### config.mk
export PLATFORM = sky130hd
export DESIGN_NAME = bar_chart_layout_top
export DESIGN_NICKNAME = d
export VERILOG_FILES = /design/src/rtl/bcl_pkg.sv /design/src/rtl/bcl_div.sv /design/src/rtl/bar_chart_layout_top.sv
export SDC_FILE = /design/constraint.sdc
export NUM_CORES = 2
export LEC_CHECK = 0
export ABC_AREA = 1
export BUFFER_PORTS_ARGS = -buffer_cell sky130_fd_sc_hd__buf_2
export CORE_MARGIN = 5
export CORE_UTILIZATION = 45
export DETAILED_ROUTE_END_ITERATION = 7
export PLACE_DENSITY_LB_ADDON = 0.08
export SLEW_MARGIN = 20
export SYNTH_ARGS = -nofsm -noshare
export SYNTH_HDL_FRONTEND = slang
export SYNTH_SLANG_ARGS = --single-unit
### constraint.sdc
create_clock -name clk_i -period 8.76 [get_ports clk_i]
set_clock_uncertainty 0.2 [all_clocks]
set_input_delay 0 -clock clk_i [delete_from_list [all_inputs] [get_ports clk_i]]
set_output_delay 0 -clock clk_i [all_outputs]
set_load 0.1 [all_outputs]
### src/rtl/bcl_pkg.sv
// ----------------------------------------------------------------------------
// bcl_pkg
// Shared types and constants of the bar chart layout block.
// ----------------------------------------------------------------------------
`default_nettype none

package bcl_pkg;

  localparam int unsigned MaxPointsDefault = 32;
  localparam int unsigned DividendW        = 26;
  localparam int unsigned DivisorW         = 17;
  localparam int unsigned DivCntW          = 5;

  localparam logic [7:0] RegCanvasWidth  = 8'd0;
  localparam logic [7:0] RegCanvasHeight = 8'd1;
  localparam logic [7:0] RegLeftOffset   = 8'd2;
  localparam logic [7:0] RegAutoRange    = 8'd3;

  localparam logic [8:0]  FixedSpan   = 9'd8;
  localparam logic [15:0] SeedMin     = 16'sd0;
  localparam logic [15:0] SeedMax     = 16'sd1;

  typedef struct packed {
    logic                 start;
    logic [DividendW-1:0] dividend;
    logic [DivisorW-1:0]  divisor;
  } div_req_t;

  typedef struct packed {
    logic                 busy;
    logic                 done;
    logic [DividendW-1:0] quotient;
  } div_rsp_t;

endpackage

`default_nettype wire

### src/rtl/bcl_div.sv
// ----------------------------------------------------------------------------
// bcl_div
// Restoring unsigned divider, one quotient bit per cycle.
// ----------------------------------------------------------------------------
`default_nettype none

module bcl_div (
  input  wire logic             clk_i,
  input  wire logic             rst_ni,
  input  wire bcl_pkg::div_req_t req_i,
  output bcl_pkg::div_rsp_t     rsp_o
);

  logic                              busy_q, busy_d;
  logic                              done_q, done_d;
  logic [bcl_pkg::DivCntW-1:0]       cnt_q, cnt_d;
  logic [bcl_pkg::DividendW-1:0]     quo_q, quo_d;
  logic [bcl_pkg::DivisorW:0]        rem_q, rem_d;
  logic [bcl_pkg::DivisorW-1:0]      dvs_q, dvs_d;
  logic [bcl_pkg::DivisorW:0]        rem_sh;
  logic [bcl_pkg::DivisorW+1:0]      diff;

  always_comb begin
    busy_d = busy_q;
    done_d = 1'b0;
    cnt_d  = cnt_q;
    quo_d  = quo_q;
    rem_d  = rem_q;
    dvs_d  = dvs_q;
    rem_sh = {rem_q[bcl_pkg::DivisorW-1:0], quo_q[bcl_pkg::DividendW-1]};
    diff   = {1'b0, rem_sh} - {2'b00, dvs_q};
    if (req_i.start) begin
      busy_d = 1'b1;
      cnt_d  = '0;
      quo_d  = req_i.dividend;
      rem_d  = '0;
      dvs_d  = req_i.divisor;
    end else if (busy_q) begin
      if (!diff[bcl_pkg::DivisorW+1]) begin
        rem_d = diff[bcl_pkg::DivisorW:0];
        quo_d = {quo_q[bcl_pkg::DividendW-2:0], 1'b1};
      end else begin
        rem_d = rem_sh;
        quo_d = {quo_q[bcl_pkg::DividendW-2:0], 1'b0};
      end
      cnt_d = cnt_q + 1'b1;
      if (cnt_q == bcl_pkg::DivCntW'(bcl_pkg::DividendW - 1)) begin
        busy_d = 1'b0;
        done_d = 1'b1;
      end
    end
  end

  always_ff @(posedge clk_i or negedge rst_ni) begin
    if (!rst_ni) begin
      busy_q <= 1'b0;
      done_q <= 1'b0;
      cnt_q  <= '0;
    end else begin
      busy_q <= busy_d;
      done_q <= done_d;
      cnt_q  <= cnt_d;
    end
  end

  always_ff @(posedge clk_i) begin
    quo_q <= quo_d;
    rem_q <= rem_d;
    dvs_q <= dvs_d;
  end

  assign rsp_o.busy     = busy_q;
  assign rsp_o.done     = done_q;
  assign rsp_o.quotient = quo_q;

endmodule

`default_nettype wire

### src/rtl/bar_chart_layout_top.sv
// ----------------------------------------------------------------------------
// bar_chart_layout_top
// Bar chart geometry: stores chart values, then emits one rectangle per bar.
// ----------------------------------------------------------------------------
// Values load at one item per cycle. On the last item the block stops taking
// items and lays out the chart with one shared divider: one division for the
// bar width, one for the zero baseline, then per bar one for the level and
// one for the color position, each bar then waiting for the receiver. Up to
// MAX_POINTS values are kept; later ones are dropped.
`default_nettype none

module bar_chart_layout_top #(
  parameter int unsigned MAX_POINTS = bcl_pkg::MaxPointsDefault
) (
  input  wire logic               clk_i,
  input  wire logic               rst_ni,
  input  wire logic               cfg_valid_i,
  output logic                    cfg_ready_o,
  input  wire logic [7:0]         cfg_index_i,
  input  wire logic [8:0]         cfg_data_i,
  input  wire logic               in_valid_i,
  output logic                    in_stall_o,
  input  wire logic signed [15:0] sample_value_i,
  input  wire logic               final_sample_i,
  output logic                    out_valid_o,
  input  wire logic               out_stall_i,
  output logic [9:0]              rect_x_o,
  output logic [8:0]              rect_top_o,
  output logic [8:0]              rect_width_o,
  output logic [8:0]              rect_height_o,
  output logic [8:0]              color_position_o,
  output logic                    final_bar_o
);

  localparam int unsigned AddrW = (MAX_POINTS > 1) ? $clog2(MAX_POINTS) : 1;
  localparam int unsigned CntW  = $clog2(MAX_POINTS + 1);

  typedef enum logic [3:0] {
    S_LOAD, S_START, S_BW, S_ZR, S_RD, S_LVGO, S_LV, S_CP, S_OUT
  } state_e;

  state_e state_q;

  logic [8:0]  cw_q, ch_q;
  logic [7:0]  x0_q;
  logic        auto_q;

  logic signed [15:0] mem [MAX_POINTS];
  logic signed [15:0] rd_q;

  logic [CntW-1:0]     cnt_q, idx_q;
  logic signed [15:0]  min_q, max_q;
  logic signed [15:0]  lo_q;
  logic [16:0]         span_q;
  logic [8:0]          bw_q, zero_q, lvl_q;
  logic [9:0]          x_q;

  bcl_pkg::div_req_t req_q;
  bcl_pkg::div_rsp_t rsp;

  logic               accept;
  logic signed [17:0] num;
  logic [25:0]        lvl_dividend;
  logic [8:0]         q_lvl;
  logic signed [9:0]  avail;
  logic signed [10:0] bw_num;
  logic signed [17:0] lo_ext, hi_ext;
  logic [8:0]         q_cp;
  logic [8:0]         hi_l;

  bcl_div u_div (
    .clk_i  (clk_i),
    .rst_ni (rst_ni),
    .req_i  (req_q),
    .rsp_o  (rsp)
  );

  assign cfg_ready_o = 1'b1;
  assign in_stall_o  = (state_q != S_LOAD);
  assign accept      = in_valid_i && !in_stall_o;

  assign num          = 18'(rd_q) - 18'(lo_q);
  assign lvl_dividend = num[17] ? '0 : 26'(num[16:0] * ch_q);
  assign q_lvl        = (rsp.quotient > 26'(ch_q)) ? ch_q : rsp.quotient[8:0];
  assign q_cp         = (rsp.quotient > 26'd256) ? 9'd256 : rsp.quotient[8:0];
  assign avail        = $signed({1'b0, cw_q}) - $signed({2'b00, x0_q});
  assign bw_num       = 11'(avail) - $signed({1'b0, 10'(cnt_q)}) + 11'sd1;
  assign lo_ext       = auto_q ? 18'(min_q) : '0;
  assign hi_ext       = auto_q ? 18'(max_q) : 18'(bcl_pkg::FixedSpan);
  assign hi_l         = (lvl_q > zero_q) ? lvl_q : zero_q;

  always_ff @(posedge clk_i) begin
    if (accept && (cnt_q < CntW'(MAX_POINTS))) begin
      mem[cnt_q[AddrW-1:0]] <= sample_value_i;
    end
    rd_q <= mem[idx_q[AddrW-1:0]];
  end

  always_ff @(posedge clk_i or negedge rst_ni) begin
    if (!rst_ni) begin
      cw_q        <= 9'd32;
      ch_q        <= 9'd8;
      x0_q        <= '0;
      auto_q      <= 1'b1;
      state_q     <= S_LOAD;
      cnt_q       <= '0;
      idx_q       <= '0;
      min_q       <= bcl_pkg::SeedMin;
      max_q       <= bcl_pkg::SeedMax;
      req_q       <= '0;
      out_valid_o <= 1'b0;
    end else begin
      if (cfg_valid_i) begin
        unique case (cfg_index_i)
          bcl_pkg::RegCanvasWidth:  cw_q   <= cfg_data_i;
          bcl_pkg::RegCanvasHeight: ch_q   <= cfg_data_i;
          bcl_pkg::RegLeftOffset:   x0_q   <= cfg_data_i[7:0];
          bcl_pkg::RegAutoRange:    auto_q <= cfg_data_i[0];
          default: ;
        endcase
      end
      unique case (state_q)
        S_LOAD: begin
          if (accept) begin
            if (cnt_q < CntW'(MAX_POINTS)) begin
              cnt_q <= cnt_q + 1'b1;
              if (sample_value_i < min_q) min_q <= sample_value_i;
              if (sample_value_i > max_q) max_q <= sample_value_i;
            end
            if (final_sample_i) state_q <= S_START;
          end
        end
        S_START: begin
          if (cnt_q == '0 || avail <= 10'sd0) begin
            cnt_q   <= '0;
            min_q   <= bcl_pkg::SeedMin;
            max_q   <= bcl_pkg::SeedMax;
            state_q <= S_LOAD;
          end else begin
            lo_q           <= lo_ext[15:0];
            span_q         <= 17'(hi_ext - lo_ext);
            x_q            <= 10'(x0_q);
            idx_q          <= '0;
            req_q.start    <= 1'b1;
            req_q.dividend <= (bw_num > 11'sd0) ? 26'(bw_num[9:0]) : '0;
            req_q.divisor  <= 17'(cnt_q);
            state_q        <= S_BW;
          end
        end
        S_BW: begin
          if (rsp.done) begin
            bw_q           <= (rsp.quotient == '0) ? 9'd1 : rsp.quotient[8:0];
            req_q.start    <= 1'b1;
            req_q.dividend <= 26'(17'(-18'(lo_q)) * ch_q);
            req_q.divisor  <= span_q;
            state_q        <= S_ZR;
          end else begin
            req_q.start <= 1'b0;
          end
        end
        S_ZR: begin
          req_q.start <= 1'b0;
          if (rsp.done) begin
            zero_q  <= q_lvl;
            state_q <= S_RD;
          end
        end
        S_RD: state_q <= S_LVGO;
        S_LVGO: begin
          req_q.start    <= 1'b1;
          req_q.dividend <= lvl_dividend;
          req_q.divisor  <= span_q;
          state_q        <= S_LV;
        end
        S_LV: begin
          if (rsp.done) begin
            lvl_q          <= q_lvl;
            req_q.start    <= 1'b1;
            req_q.dividend <= (num[17] || num == '0) ? '0 : {1'b0, num[16:0], 8'h00};
            req_q.divisor  <= span_q;
            state_q        <= S_CP;
          end else begin
            req_q.start <= 1'b0;
          end
        end
        S_CP: begin
          req_q.start <= 1'b0;
          if (rsp.done) begin
            rect_x_o         <= x_q;
            rect_top_o       <= ch_q - hi_l;
            rect_width_o     <= bw_q;
            rect_height_o    <= (lvl_q > zero_q) ? lvl_q - zero_q : zero_q - lvl_q;
            color_position_o <= q_cp;
            final_bar_o      <= (idx_q + 1'b1 == cnt_q);
            out_valid_o      <= 1'b1;
            state_q          <= S_OUT;
          end
        end
        S_OUT: begin
          if (!out_stall_i) begin
            out_valid_o <= 1'b0;
            if (idx_q + 1'b1 == cnt_q) begin
              cnt_q   <= '0;
              idx_q   <= '0;
              min_q   <= bcl_pkg::SeedMin;
              max_q   <= bcl_pkg::SeedMax;
              state_q <= S_LOAD;
            end else begin
              idx_q   <= idx_q + 1'b1;
              x_q     <= x_q + 10'(bw_q) + 10'd1;
              state_q <= S_RD;
            end
          end
        end
        default: state_q <= S_LOAD;
      endcase
    end
  end

`ifndef SYNTHESIS
  a_out_blocks_in: assert property (@(posedge clk_i) disable iff (!rst_ni)
    out_valid_o |-> in_stall_o) else $error("item taken while a bar waits");
  a_width_nonzero: assert property (@(posedge clk_i) disable iff (!rst_ni)
    out_valid_o |-> rect_width_o != 9'd0) else $error("zero bar width");
  a_start_idle: assert property (@(posedge clk_i) disable iff (!rst_ni)
    req_q.start |-> !rsp.busy) else $error("divider restarted while busy");
  a_idx_in_range: assert property (@(posedge clk_i) disable iff (!rst_ni)
    out_valid_o |-> idx_q < cnt_q) else $error("bar index past count");
`endif

endmodule

`default_nettype wire
==> results.md <==
- Status: complete, no violations
- Total grt overflow: 0
- CTS sink cnt: 832
- Hold_buf cts: 45
- Fillers: 10100
- Yosys cell types: 65
- Post-cts sizing count: 0
- Met2 Track Usage GR: 41.3%
- Hold Violations, Final: 0
- Drt drc: 0
- Starting density of the core: 45.4%
- Die Area: 0.115 mm²
- Final min period: 6.90 ns
- CP Capture Type: flip-flop
- Final setup violation count: 0
- Max Fclk: 145 MHz
- RSZ-0062 raised after global routing: no
- Syn Nets: 5603
- Synth area leaders: edfxtp_1, fa_1, nand2_1
- Final Max Slew Viols: 0
- Setup Slack @ Placement: 1.93 ns
- Cell repeated most along the worst path: nand2_1
- Initial antenna violation count: 1
- Yosys top cell by area: edfxtp_1
- Top-count cell post-synth: nand2_1
- Port bufs: 87
- Buf+Inv Stages, Crit Path: 5
- Peak supply drop: 0.180 mV
- Yosys synthesis warning count: 0
- Setup WS post-layout: 1.86 ns
- Rows: 120
- Post-synthesis sequential area ratio: 49.2%
- Primary flip-flop cell chosen by synthesis mapping: edfxtp_1
- Worst-Skew Late Latency: 0.70 ns
- Rel. slew slack: 25.2%
- Largest delay share family, worst path: adder cells
- I/O Pins: 89
- Mapped Area: 0.0489 mm²
- Slowest Stage Delay on Critical Path: 0.60 ns
- Area of the multi-input gates: 0.0215 mm²
- Crit path DAT: 7.25 ns
- Layout overhead on the synthesized area: 10.6%
- Met1 Use GR: 33.4%
- Routability cong.: 0.919
- Die Ht: 339 µm
- Die W: 339 µm
- Vias in the first global route: 35300
- Global routing's busiest layer: met2
- Max-cap check violation count: 0
- FF+latch area: 0.0240 mm²
- Critical Path RT: 9.11 ns
- Nets: 5669
- First-pass GRT wire length: 217000 µm
- Seq cells post-synth: 832
- Post-synth EDFFs: 672
- DR pass1 iterations: 6
- Dpl hpwl: 97300 µm
- CP max-delay cell: edfxtp_1
- Root Buffer: clkbuf_16
- P per Cell Area: 265 mW/mm²
- Worst Tran Pin Value: 1.12 ns
- CTS tree: yes
- Wire length per cell: 21.4 µm
- Tcrit/Tclk final: 78.8%
- Cell count after synthesis: 5095
- Antenna Nets Post-Route: 0
- Post-route setup TNS: 0 ns
- Critical path type: flip-flop to flip-flop
- CP max FO: 12
- Post-synth top cells: nand2_1, edfxtp_1, inv_1
- DR vias/cell: 5.44
- Clock Pin Slew Worst Setup and Hold Paths: 0.07 ns
- Post-CTS Setup Inserts: 0
- Synthesized area per cell: 9.59 µm²
- Largest net degree at the start of global routing: 152
- Vias: 36100
- HP Class: input port to flip-flop
- Critical path startpoint category: flip-flop
- Yosys top cell area share: 41.3%
- Iteration-0 DRC Markers: 3099
- Detailed Route WL: 142000 µm
- Share of cells above drive strength 1: 6.63%
- Hold_ws: 0.0457 ns
- Total Routing Usage GR: 24.3%
- H-tree level count: 3
- Core box area: 0.108 mm²
- Leakage power: 22.9 nW
- Asr flop ratio synth: 15.3%
- Total CTS buffers: 91
- CTS Buffer Depth: 3
- Met3 usage: 2.86%
- Pwr Total: 14.3 mW
- N_diodes: 0
[routing by layer]
| layer | up-vias | wire, µm |
|---|---|---|
| met5 | - | 0 |
| met4 | 0 | 3710 |
| met3 | 177 | 6680 |
| met2 | 955 | 68000 |
| met1 | 17800 | 63500 |
| li1 | 17200 | - |
[area by class of cell]
cell class	instances	share of cell area [%]
Timing Repair Buffer	188	2.48
Clock inverter	48	0.868
Clock buffer	121	4.46
Sequential cell	832	44.5
Inverter	673	4.69
Multi-Input combinational cell	3375	39.8
Tap cell	1403	3.25
[cells by family after synthesis]
| kind of cell | count (synthesis) | share of synthesized area [%] |
|---|---|---|
| buffers and inverters | 888 | 7.02 |
| AOI/OAI and AO/OA | 890 | 10.6 |
| other | 1 | 0.00768 |
| adders and majority gates | 469 | 15.4 |
| DFF | 832 | 49.2 |
| xor gates and xnor gates | 86 | 1.56 |
| and+or+nand+nor | 1928 | 16.2 |
| muxes | 1 | 0.0205 |
[where the power goes]
group	internal [mW]	switching (mW)	total, mW
sequential	4.75	0.377	5.13
combinational	1.65	3.82	5.48
clock	2.07	1.62	3.69
total	8.48	5.82	14.3
[worst reg2reg max path, delay by kind of cell (launching register included)]
kind | cells | cell delay, ns
adder cells (fa/ha/maj) | 7 | 3.13
AND/OR/NAND/NOR | 15 | 1.85
flip-flops | 1 | 0.60
AO/OA/AOI/OAI | 2 | 0.51
buffers and inverters | 5 | 0.49
[metrics by stage]
stage | instance area, µm² | util (%) | std cells
floorplan | 48900 | - | 5095
global placement | 50700 | 47.1 | 6426
detailed placement | 50700 | 47.1 | 6426
CTS | 54000 | 50.2 | 6640
global route | 54000 | 50.3 | 6640
finish | 54000 | 50.3 | 6640
[sequential cells by signal, summed over array words and instances, names as in the netlist, 6 cells and up]
signal,count
idx_q,6
mem,512
u_div.rem_q,17
x0_q,8
u_div.quo_q,26
color_position_o,9
cw_q,9
max_q,16
zero_q,9
bw_q,9
rect_top_o,9
rd_q,16
cnt_q,6
x_q,10
min_q,16
rect_height_o,9
lo_q,16
ch_q,9
rect_x_o,10
u_div.dvs_q,17
lvl_q,9
span_q,17
rect_width_o,9
req_q,44
[path summary, 6_finish.rpt]
check	start	end	slack [ns]	cells past startpoint
max in group asynchronous	rst_ni	req_q[43]	7.24	4
hold reg to reg	req_q[3]	u_div.dvs_q[3]	0.25	0
hold / removal	cfg_data_i[7]	cw_q[7]	0.05	4
min in group asynchronous	rst_ni	cw_q[5]	0.24	3
setup / recovery	lo_q[0]	req_q[36]	1.86	29
setup reg to reg	lo_q[0]	req_q[36]	1.86	29
[cells in the final DEF (no fill, tap or decap), drive strengths merged, types with 34 or more instances in the layout]
cell type    instances
clkinv              42
clkbuf             121
fa                 221
o221ai             104
o22ai               37
o21ai              469
nand4               43
dlygate4sd3         44
ha                 248
a21oi              181
dfrtp              123
edfxtp             672
xor2                52
xnor2               34
nand3              214
inv                672
nor2               649
buf                144
nand2              936
Power figures use the tool's default switching activity.
